`config.mk`:
```
export PLATFORM = sky130hd
export DESIGN_NAME = terrain_minimap_pixel_colorizer_core
export DESIGN_NICKNAME = d
export VERILOG_FILES = /design/src/rtl/tmpc_pkg.sv /design/src/rtl/terrain_minimap_pixel_colorizer_core.sv
export SDC_FILE = /design/constraint.sdc
export NUM_CORES = 1
export LEC_CHECK = 0
export ABC_CLOCK_PERIOD_IN_PS = 19380
export BUFFER_PORTS_ARGS = -buffer_cell sky130_fd_sc_hd__buf_2
export CORE_MARGIN = 8
export CORE_UTILIZATION = 30
export DETAILED_ROUTE_END_ITERATION = 8
export GPL_ROUTABILITY_DRIVEN = 0
export SLEW_MARGIN = 20
export SYNTH_ARGS = -nofsm -noshare
export SYNTH_HDL_FRONTEND = slang
export SYNTH_SLANG_ARGS = --single-unit
```
`constraint.sdc`:
```
create_clock -name clk -period 19.38 [get_ports clk]
set_input_delay 3.876 -clock clk [delete_from_list [all_inputs] [get_ports clk]]
set_output_delay 3.876 -clock clk [all_outputs]
set_load 0.02 [all_outputs]
```
`src/rtl/tmpc_pkg.sv`:
```
// Shared constants, color tables and helpers for the minimap pixel colorizer.
package tmpc_pkg;

	localparam int CoordBitsDefault = 12;
	localparam int FadeTilesDefault = 5;

	localparam int ElevBits   = 16;
	localparam int ComplexBits = 16;
	localparam int MapDimBits = 13;
	localparam int ChanBits   = 8;
	localparam int RgbBits    = 3 * ChanBits;

	// configuration register indexes
	localparam int CfgIndexBits = 4;
	localparam int CfgDataBits  = 16;
	localparam logic [CfgIndexBits-1:0] CfgMapWidth        = 4'd0;
	localparam logic [CfgIndexBits-1:0] CfgMapHeight       = 4'd1;
	localparam logic [CfgIndexBits-1:0] CfgSelectionValid  = 4'd2;
	localparam logic [CfgIndexBits-1:0] CfgSelectedComplex = 4'd3;

	localparam logic [MapDimBits-1:0] MapDimReset = 13'd256;

	// terrain blend: weight m over BlendDen, levels of ElevStep summed elevation
	localparam int BlendDen = 5;
	localparam int BlendMax = 5;
	localparam int ElevStep = 20;

	// tile color codes: grass levels, water levels, then the flat colors
	localparam int NumColors  = 16;
	localparam int ColorBits  = 4;
	localparam int ColorGrass = 0;
	localparam int ColorWater = 6;
	localparam logic [ColorBits-1:0] ColorSand     = 4'd12;
	localparam logic [ColorBits-1:0] ColorPath     = 4'd13;
	localparam logic [ColorBits-1:0] ColorBuilding = 4'd14;
	localparam logic [ColorBits-1:0] ColorSelected = 4'd15;

	localparam int GrassHi [3] = '{192, 199, 65};
	localparam int GrassLo [3] = '{98, 122, 51};
	localparam int Sand    [3] = '{245, 237, 186};
	localparam int WaterHi [3] = '{110, 169, 167};
	localparam int WaterLo [3] = '{44, 101, 118};
	localparam int Path    [3] = '{154, 99, 72};
	localparam int Bldg    [3] = '{157, 48, 59};
	localparam int Backgr  [3] = '{255, 202, 168};
	localparam int Selected[3] = '{239, 239, 230};

	localparam logic [RgbBits-1:0] BackgrRgb = {8'd168, 8'd202, 8'd255};

	function automatic int blend_chan(int a, int b, int m);
		return a + (m * (b - a)) / BlendDen;
	endfunction

	// channel ch (0 red, 1 green, 2 blue) of tile color code id, before the edge fade
	function automatic int base_chan(int id, int ch);
		int v;
		v = 0;
		if (id < ColorWater)
			v = blend_chan(GrassLo[ch], GrassHi[ch], id - ColorGrass);
		else if (id < int'(ColorSand))
			v = blend_chan(WaterHi[ch], WaterLo[ch], id - ColorWater);
		else if (id == int'(ColorSand))
			v = Sand[ch];
		else if (id == int'(ColorPath))
			v = Path[ch];
		else if (id == int'(ColorBuilding))
			v = Bldg[ch];
		else
			v = Selected[ch];
		return v;
	endfunction

endpackage

```
`src/rtl/terrain_minimap_pixel_colorizer_core.sv`:
```
// Minimap pixel colorizer: one RGB color per map tile, terrain plus overrides plus edge fade.
//
// Input stream s_axis: one tile per transfer; tdata carries position, four corner
// elevations, path and building flags and the complex index. Output stream m_axis:
// one color per tile, in order, tdata = red, green, blue from the low byte up.
// Config channel cfg_*: register index and data, always ready; write only while idle.
//   0 map_width, 1 map_height, 2 selection_valid, 3 selection index; others ignored.
// The pipeline is an input register, then the color is looked up and lands in
// the output register. Throughput is one tile per clock while m_axis_tready is high;
// the path from the input register to the output register is the elevation sum, the
// edge distance minimum and a constant color table indexed by color code and fade step.
// Reset (arst_n low) empties both stages and restores map size 256 x 256 with no
// selection. When m_axis_tready is low, the output register holds its color, the
// input register fills, and s_axis_tready drops once both hold a tile; a stage
// frees in the same cycle its content moves on.
module terrain_minimap_pixel_colorizer_core #(
	parameter int COORD_BITS = tmpc_pkg::CoordBitsDefault,
	parameter int FADE_TILES = tmpc_pkg::FadeTilesDefault,
	localparam int InBits    = 2 * COORD_BITS + 4 * tmpc_pkg::ElevBits + 3
		+ tmpc_pkg::ComplexBits,
	localparam int InBytes   = (InBits + 7) / 8
) (
	input  logic clk,
	input  logic arst_n,

	input  logic s_axis_tvalid,
	output logic s_axis_tready,
	// tile_x, tile_z, elev_top_left, elev_top_right, elev_bottom_left,
	// elev_bottom_right, on_path, has_building, in_complex, complex_index, zero pad
	input  logic [8*InBytes-1:0] s_axis_tdata,

	output logic m_axis_tvalid,
	input  logic m_axis_tready,
	// red, green, blue
	output logic [tmpc_pkg::RgbBits-1:0] m_axis_tdata,

	input  logic cfg_valid,
	output logic cfg_ready,
	input  logic [tmpc_pkg::CfgIndexBits-1:0] cfg_index,
	input  logic [tmpc_pkg::CfgDataBits-1:0] cfg_data
);

	localparam int Eb = tmpc_pkg::ElevBits;
	localparam int Md = tmpc_pkg::MapDimBits;
	localparam int SumBits  = Eb + 2;
	localparam int DistBits = ((COORD_BITS > Md) ? COORD_BITS : Md) + 1;
	localparam int FadeBits = $clog2(FADE_TILES + 1);
	localparam int StepBits = (FADE_TILES > 1) ? $clog2(FADE_TILES) : 1;
	localparam int PosZ    = COORD_BITS;
	localparam int PosE0   = 2 * COORD_BITS;
	localparam int PosFlag = PosE0 + 4 * Eb;
	localparam int PosCidx = PosFlag + 3;

	// configuration registers
	logic [Md-1:0] map_width_q, map_height_q;
	logic selection_valid_q;
	logic [tmpc_pkg::ComplexBits-1:0] sel_cplx_q;

	assign cfg_ready = 1'b1;

	always_ff @(posedge clk or negedge arst_n) begin
		if (!arst_n) begin
			map_width_q       <= tmpc_pkg::MapDimReset;
			map_height_q      <= tmpc_pkg::MapDimReset;
			selection_valid_q <= 1'b0;
			sel_cplx_q        <= '0;
		end else if (cfg_valid) begin
			case (cfg_index)
				tmpc_pkg::CfgMapWidth:        map_width_q <= cfg_data[Md-1:0];
				tmpc_pkg::CfgMapHeight:       map_height_q <= cfg_data[Md-1:0];
				tmpc_pkg::CfgSelectionValid:  selection_valid_q <= cfg_data[0];
				tmpc_pkg::CfgSelectedComplex: sel_cplx_q <= cfg_data;
				default: ;
			endcase
		end
	end

	// pipeline handshake
	logic valid_s1, valid_s2;
	logic adv_s1, adv_s2;

	assign adv_s2 = !valid_s2 || m_axis_tready;
	assign adv_s1 = !valid_s1 || adv_s2;
	assign s_axis_tready = adv_s1;

	always_ff @(posedge clk or negedge arst_n) begin
		if (!arst_n) begin
			valid_s1 <= 1'b0;
			valid_s2 <= 1'b0;
		end else begin
			if (adv_s1)
				valid_s1 <= s_axis_tvalid;
			if (adv_s2)
				valid_s2 <= valid_s1;
		end
	end

	// input register
	logic [COORD_BITS-1:0] tile_x_s1, tile_z_s1;
	logic signed [Eb-1:0] elev_s1 [4];
	logic on_path_s1, has_building_s1, in_complex_s1;
	logic [tmpc_pkg::ComplexBits-1:0] complex_index_s1;

	always_ff @(posedge clk) begin
		if (adv_s1 && s_axis_tvalid) begin
			tile_x_s1 <= s_axis_tdata[COORD_BITS-1:0];
			tile_z_s1 <= s_axis_tdata[PosZ +: COORD_BITS];
			for (int i = 0; i < 4; i++)
				elev_s1[i] <= s_axis_tdata[PosE0 + i*Eb +: Eb];
			on_path_s1       <= s_axis_tdata[PosFlag];
			has_building_s1  <= s_axis_tdata[PosFlag + 1];
			in_complex_s1    <= s_axis_tdata[PosFlag + 2];
			complex_index_s1 <= s_axis_tdata[PosCidx +: tmpc_pkg::ComplexBits];
		end
	end

	// terrain class from the corner sum; levels are compared instead of divided
	localparam int ColorBitsW = tmpc_pkg::ColorBits;
	logic signed [SumBits-1:0] elev_sum;
	logic any_neg, all_neg, sel_hit;
	logic [ColorBitsW-1:0] grass_lvl, water_lvl;
	logic [ColorBitsW-1:0] color_id;

	always_comb begin
		elev_sum = SumBits'(elev_s1[0]) + SumBits'(elev_s1[1])
			+ SumBits'(elev_s1[2]) + SumBits'(elev_s1[3]);
		any_neg = elev_s1[0][Eb-1] | elev_s1[1][Eb-1] | elev_s1[2][Eb-1] | elev_s1[3][Eb-1];
		all_neg = elev_s1[0][Eb-1] & elev_s1[1][Eb-1] & elev_s1[2][Eb-1] & elev_s1[3][Eb-1];
		grass_lvl = '0;
		water_lvl = '0;
		for (int l = 1; l <= tmpc_pkg::BlendMax; l++) begin
			if (elev_sum >= SumBits'(l * tmpc_pkg::ElevStep))
				grass_lvl = ColorBitsW'(l);
			if (elev_sum <= -SumBits'(l * tmpc_pkg::ElevStep))
				water_lvl = ColorBitsW'(l);
		end
		sel_hit = has_building_s1 && in_complex_s1 && selection_valid_q
			&& (complex_index_s1 == sel_cplx_q);
		if (sel_hit)
			color_id = tmpc_pkg::ColorSelected;
		else if (has_building_s1)
			color_id = tmpc_pkg::ColorBuilding;
		else if (on_path_s1)
			color_id = tmpc_pkg::ColorPath;
		else if (all_neg)
			color_id = ColorBitsW'(tmpc_pkg::ColorWater) + water_lvl;
		else if (any_neg)
			color_id = tmpc_pkg::ColorSand;
		else
			color_id = ColorBitsW'(tmpc_pkg::ColorGrass) + grass_lvl;
	end

	// edge distance, saturated at the fade width; zero outside the map
	logic [DistBits-1:0] px, pz, pw, ph, dist_min;
	logic on_map;
	logic [FadeBits-1:0] fade;
	logic [StepBits-1:0] fade_step;

	always_comb begin
		px = DistBits'(tile_x_s1);
		pz = DistBits'(tile_z_s1);
		pw = DistBits'(map_width_q);
		ph = DistBits'(map_height_q);
		on_map = (px < pw) && (pz < ph);
		dist_min = px + DistBits'(1);
		if (pw - px < dist_min)
			dist_min = pw - px;
		if (pz + DistBits'(1) < dist_min)
			dist_min = pz + DistBits'(1);
		if (ph - pz < dist_min)
			dist_min = ph - pz;
		if (!on_map)
			fade = '0;
		else if (dist_min > DistBits'(FADE_TILES))
			fade = FadeBits'(FADE_TILES);
		else
			fade = FadeBits'(dist_min);
		fade_step = StepBits'(fade - FadeBits'(1));
	end

	// faded color for every color code and fade step 1..FADE_TILES
	logic [tmpc_pkg::RgbBits-1:0] fade_tab [tmpc_pkg::NumColors][FADE_TILES];

	for (genvar gi = 0; gi < tmpc_pkg::NumColors; gi++) begin : g_color
		for (genvar gj = 0; gj < FADE_TILES; gj++) begin : g_step
			for (genvar gc = 0; gc < 3; gc++) begin : g_chan
				localparam int Cv = tmpc_pkg::base_chan(gi, gc);
				localparam int Bv = tmpc_pkg::Backgr[gc];
				assign fade_tab[gi][gj][gc*tmpc_pkg::ChanBits +: tmpc_pkg::ChanBits] =
					tmpc_pkg::ChanBits'(Bv + ((gj + 1) * (Cv - Bv)) / FADE_TILES);
			end
		end
	end

	// output register
	logic [tmpc_pkg::RgbBits-1:0] color_s2;

	always_ff @(posedge clk) begin
		if (adv_s2 && valid_s1)
			color_s2 <= (fade == '0) ? tmpc_pkg::BackgrRgb : fade_tab[color_id][fade_step];
	end

	assign m_axis_tvalid = valid_s2;
	assign m_axis_tdata  = color_s2;

endmodule
```
# Yosys cells after proc, flatten, opt, wreduce, memory -nomap -nowiden
# Memory sizes are Yosys's and may differ from the RTL's.
# Index checks and enable logic that the tools add are counted.
dict set report totals {
  reg_bits 112
  inputBits 137
  elab_cells 97
  rom_bits 1920
  mem_bits_rw 64
  latch_bits 0
  n_memories 2
}
dict set report classes {
  n_lt_le_gt_ge 18
  n_bitwise 8
  n_mul 0
  shift 0
  eq_ne 4
  div 0
  mux 27
  reduce_logical 16
  addsub 9
}
# memory depth width rd rd_clocked_by_memory_dff wr line_no
set mem_list {}
lappend mem_list {{(name not given)} 16 120 1 0 0 terrain_minimap_pixel_colorizer_core.sv:200} ;# color_s2 <= (fade == '0) ? tmpc_pkg::BackgrRgb : fade_tab[color_id][fade_step];
lappend mem_list {elev_s1 4 16 4 0 4 terrain_minimap_pixel_colorizer_core.sv:100} ;# logic signed [Eb-1:0] elev_s1 [4];
# op count
set ops {}
lappend ops {{$mux 120} 2}
lappend ops {{$bmux 24 s3} 1}
lappend ops {{$mux 4} 13}
lappend ops {{$mux 24} 2}
lappend ops {{$mux 14} 3}
lappend ops {{$ge 18x7->1 const B} 2}
lappend ops {{$ge 18x8->1 const B} 2}
lappend ops {{$le 18x7->1 const B} 2}
lappend ops {{$le 18x8->1 const B} 2}
lappend ops {{$lt 14x14->1} 2}
lappend ops {{$sub 13x12->14} 2}
lappend ops {{$add 12x1->13 const B} 2}
lappend ops {{$lt 12x13->1} 2}
lappend ops {{$add 17x16->18} 1}
lappend ops {{$add 18x16->18} 1}
lappend ops {{$ge 18x6->1 const B} 1}
lappend ops {{$le 18x6->1 const B} 1}
lappend ops {{$add 16x16->17} 1}
lappend ops {{$eq 16x16->1} 1}
lappend ops {{$gt 14x3->1 const B} 1}
lappend ops {{$lt 14x13->1} 1}
lappend ops {{$eq 4x2->1 const B} 2}
lappend ops {{$reduce_and 2->1} 4}
lappend ops {{$logic_and 1x1->1} 6}
lappend ops {{15 further kinds} 25}

# Depth between registers and ports, before layout
# An unclocked memory read counts as a cell.
dict set report depth {
  word_depth 22
  depth_mapped 51
  depth_no_buf 45
}

# Worst setup path before layout
# Ideal clock, no wire load.
dict set report synth_path {
  path_type {reg2reg}
  from {reg tile_x_s1[0]}
  to {reg color_s2 (netlist bit m_axis_tdata[3]), data pin}
  path_slack_ns 9.625
  required_time_ns 19.119
  stages_incl_launch_ff 48
  setup_time_ns 0.261
  period_less_slack_ns 9.755
  path_buffers 7
  arrival_ns 9.494
  path_cell_list {edfxtp_1 -> ha_1 -> fa_1 -> nor2b_1 -> o211ai_1 -> a21oi_1 -> xnor2_1 -> inv_1 -> ha_1 -> o2111ai_1 -> a21oi_1 -> a211o_1 -> maj3_2 -> a21oi_2 -> clkbuf_1 -> mux2i_1 -> ha_1 -> a21o_1 -> (+12 left out) -> o21ai_0 -> a21oi_1 -> o21a_1 -> o21ai_0 -> nand2_1 -> o41ai_1 -> a31oi_4 -> inv_2 -> buf_4 -> buf_2 -> ha_1 -> ha_1 -> clkbuf_1 -> and2_0 -> clkbuf_1 -> a21oi_1 -> a21oi_1 -> a311o_1}
}
dict set report synth_via {
  elab_chain_len 15
  word_cells_on_any_way 19
  classes_between {add/sub (3); order compare (5); mux (8); bitwise (1); reduce/logical (2)}
}
# item line_no
set synth_lines {}
lappend synth_lines {{from (decl)} terrain_minimap_pixel_colorizer_core.sv:99} ;# logic [COORD_BITS-1:0] tile_x_s1, tile_z_s1;
lappend synth_lines {{from (signal assigned)} terrain_minimap_pixel_colorizer_core.sv:106} ;# tile_x_s1 <= s_axis_tdata[COORD_BITS-1:0];
lappend synth_lines {{$sub 13x12->14 / $add 12x1->13 (equally long branches)} {terrain_minimap_pixel_colorizer_core.sv:166, terrain_minimap_pixel_colorizer_core.sv:167, terrain_minimap_pixel_colorizer_core.sv:165}}
lappend synth_lines {{$lt 14x13->1} terrain_minimap_pixel_colorizer_core.sv:166} ;# if (pw - px < dist_min)
lappend synth_lines {{$mux 14} terrain_minimap_pixel_colorizer_core.sv:166}
lappend synth_lines {{$lt 14x14->1} terrain_minimap_pixel_colorizer_core.sv:168} ;# if (pz + DistBits'(1) < dist_min)
lappend synth_lines {{$mux 14} terrain_minimap_pixel_colorizer_core.sv:168}
lappend synth_lines {{$lt 14x14->1} terrain_minimap_pixel_colorizer_core.sv:170} ;# if (ph - pz < dist_min)
lappend synth_lines {{$mux 14} terrain_minimap_pixel_colorizer_core.sv:170}
lappend synth_lines {{$gt 14x3->1} terrain_minimap_pixel_colorizer_core.sv:174} ;# else if (dist_min > DistBits'(FADE_TILES))
lappend synth_lines {{$mux 3} terrain_minimap_pixel_colorizer_core.sv:174}
lappend synth_lines {{$mux 3 *} terrain_minimap_pixel_colorizer_core.sv:172} ;# if (!on_map)
lappend synth_lines {{$sub 3x1->3} terrain_minimap_pixel_colorizer_core.sv:178} ;# fade_step = StepBits'(fade - FadeBits'(1));
lappend synth_lines {{$not 3->4 (implied by the code)} terrain_minimap_pixel_colorizer_core.sv:200}
lappend synth_lines {{$bmux 24 s3} terrain_minimap_pixel_colorizer_core.sv:200}
lappend synth_lines {{$mux 24 (implied by the code) (2 in a row)} terrain_minimap_pixel_colorizer_core.sv:200}
lappend synth_lines {{to (signal assigned)} terrain_minimap_pixel_colorizer_core.sv:200}
lappend synth_lines {{to (decl)} terrain_minimap_pixel_colorizer_core.sv:196} ;# logic [tmpc_pkg::RgbBits-1:0] color_s2;
# Mark *: on every way between the ends. The rest lies on a longest branch, timed or not. The select of a mux whose other input is x is not followed.
# A chain may end at the register's enable or synchronous reset.

# Worst setup path after layout
dict set report layout_path {
  from {reg tile_x_s1[0]}
  to {reg color_s2 (netlist bit m_axis_tdata[16]), data pin}
}
# The elaborated chain is that of the path after synthesis.

==> results.toml <==
[run_status]
status = "complete, no violations"

[final_layout]
fill_cells = 4576
layout-drive-gt1-share_pct = 18.3
final_common_cell = "buf_2"
post_layout_nonfiller_instances = 2135
final_cell_mix = "buf_2 (156), edfxtp_1 (131), nand2_1 (115)"
nets = 1795
area_growth_pct = 14.3

[setup_path]
crit_slowest_cell = "ha_1"
worstPathRequired_ps = 19690
slowest_delay_ps = 880
cpMostUsedCell = "a21oi_1"
path_max_fanout = 41
r2r-start = "tile_x_s1[0]"
path_buf_inv = 5
r2r.worst_path.cells = 43
path_delay_family = "compound AO/OA/AOI/OAI gates"
reg2reg_slack_ps = 7050
cp-end-kind = "flip-flop"
start_kind = "flip-flop"
r2r-end = "m_axis_tdata[16]"
criticalPathCategory = "reg2reg"
arrival_ps = 12640

[timing]
setup_tns_ps = 0
tightest_slew_ps = 1100
slew-limit-headroom_pct = 25.0
fmax_ghz = 0.0811
period_needed_ps = 12330
rsz0062_at_grt = "no"
setup_viol = 0
final.period_utilization_pct = 63.6
slew_violations = 0
whs_ps = 491
fin_worst_skew_ps = 12.8
hold_violations = 0

[synthesis]
synthSimpleGateAreaFrac_pct = 15.0
yosysWarnings = 0
synth_mux_area_share_pct = 5.26
synth_cell_types = 96
synth_compound_area_share_pct = 20.2
async_flop_share_pct = 25.6
synth-seq-area-share_pct = 36.8
ys_ff_latch = 176
synth_edf_count = 131
synth_flop_cell = "edfxtp_1"
syn-cell-area_um2 = 13800
synth_top_family_by_area = "compound AO/OA/AOI/OAI gates"
synthAdderAreaFrac_pct = 14.5
synthesis.instances = 1398
synth-xor-area-share_pct = 4.20
syn_area_per_cell_um2 = 9.85

[global_routing]
grt_pass1_wl_um = 64000
grt_usage_pct = 15.2
antenna_found_initial = 7
grt_overflow_total = 0
first_global_vias = 11687
grt_start_max_net_pins = 92

[cts]
clock_latency_ps = 480
clockRootBuffer = "clkbuf_16"
cts_sinks = 176
post_cts_buffers = 0
htree_levels = 4
cts_buffers = 17
cts_resized = 0
clk_pin_slew_worst_paths_ps = 80
cts_hold_buffers = 0
cts_tree = "yes"
clock_path_buffers = 2

[power_and_ir_drop]
p_per_area_nw_per_um2 = 119
finalPower_w = 0.00187
peakVddDrop_uv = 80.2
power.leakage_nw = 6.40

[routing]
drcViolationCount = 0
vias_per_cell = 5.57
routedWlPerCell_um = 19.1
wirelength_um = 40900
drt_iter0_drc = 1298
ant_nets = 0
vias = 11891
first_pass_iters = 6

[die]
die-width_um = 230
fp.coreArea_um2 = 45400
fp.dieH_um = 230
rows = 78
start_util_pct = 30.4
die_area_um2 = 53000
ioPinCount = 164

[hold_path]
whs_path_depth = 1
whs_endpoint = "m_axis_tvalid"
min_from = "valid_s1"
hold_class = "reg2reg"

[placed_design]
port_buffers = 157
dp.cells = 2101
dp_hpwl_um = 30500

[flow_run]
maxCapViolations = 0
## registers in the layout, summed over array words and instances (netlist names), 12 cells and up
register,count
tile_x_s1,12
sel_cplx_q,16
m_axis_tdata,24
map_height_q,13
map_width_q,13
elev_s1,64
complex_index_s1,16
tile_z_s1,12
## worst max path at each step
stage	from	to	slack (ps)	cells past startpoint
2_1_floorplan	tile_x_s1[0]	m_axis_tdata[3]	9620	47
3_3_place_gp	tile_x_s1[0]	m_axis_tdata[16]	7510	43
3_5_place_dp	tile_x_s1[0]	m_axis_tdata[4]	7340	42
4_1_cts	tile_x_s1[0]	m_axis_tdata[4]	7330	42
5_1_grt	tile_x_s1[0]	m_axis_tdata[16]	6390	43
6_report	tile_x_s1[0]	m_axis_tdata[16]	7050	43
## per-layer routing
metal,GRT usage (%),wire [um]
met2,22.0,17300
met1,20.4,18400
met5,0,23
met3,5.01,3820
met4,6.43,1240
## stage by stage
step | setup slack [ps] | instance area (um^2) | util, %
2_1_floorplan | 9620 | 13800 | -
3_3_place_gp | 7510 | 15100 | 33.3
3_5_place_dp | 7340 | 15100 | 33.3
4_1_cts | 7330 | 15700 | 34.7
5_1_grt | 6390 | 15700 | 34.7
6_report | 7050 | 15700 | 34.7
## kinds of logic after synthesis
group	Yosys count
flip-flops	176
multiplexers	67
adder cells (fa/ha/maj)	139
XOR/XNOR	66
buffers and inverters	136
AND/OR/NAND/NOR	404
AO/OA/AOI/OAI	409
other	1
## Yosys cell counts, drive strengths merged (12+ instances only)
master / instances / area, um^2
mux2: 43 / 484
ha: 103 / 1290
and3: 18 / 113
o21a: 13 / 97.6
nand2: 115 / 432
xnor2: 42 / 368
a31oi: 32 / 215
nor2: 75 / 284
fa: 35 / 701
and2: 13 / 83.8
dfrtp: 43 / 1080
nor4: 12 / 90.1
o21ai: 78 / 390
a21oi: 93 / 469
nor3: 34 / 186
xor2: 24 / 210
a211oi: 24 / 190
clkbuf: 46 / 173
o211ai: 25 / 188
buf: 21 / 123
mux2i: 24 / 240
or3: 13 / 86.3
inv: 68 / 258
nand3: 35 / 175
nand2b: 21 / 131
nand4: 20 / 125
or2: 12 / 75.1
edfxtp: 131 / 3930
a21o: 26 / 195
## final cells by class
cell class	instances	area, um^2	area share, %
Multi-Input combinational cell	1087	8180	52.0
Sequential cell	176	5060	32.2
Timing Repair Buffer	169	882	5.60
Tap cell	600	751	4.77
Clock buffer	19	464	2.95
Inverter	69	262	1.66
Clock inverter	13	136	0.866
Antenna cell	2	5.00	0.0318
## report_power, final
part           internal [W]  total [W]  switching [W]
Combinational      0.000384    0.00100       0.000617
Clock              0.000182   0.000358       0.000176
Sequential         0.000475   0.000509      0.0000338
Total               0.00104    0.00187       0.000827
No activity file was read; power rests on OpenSTA's default activity.
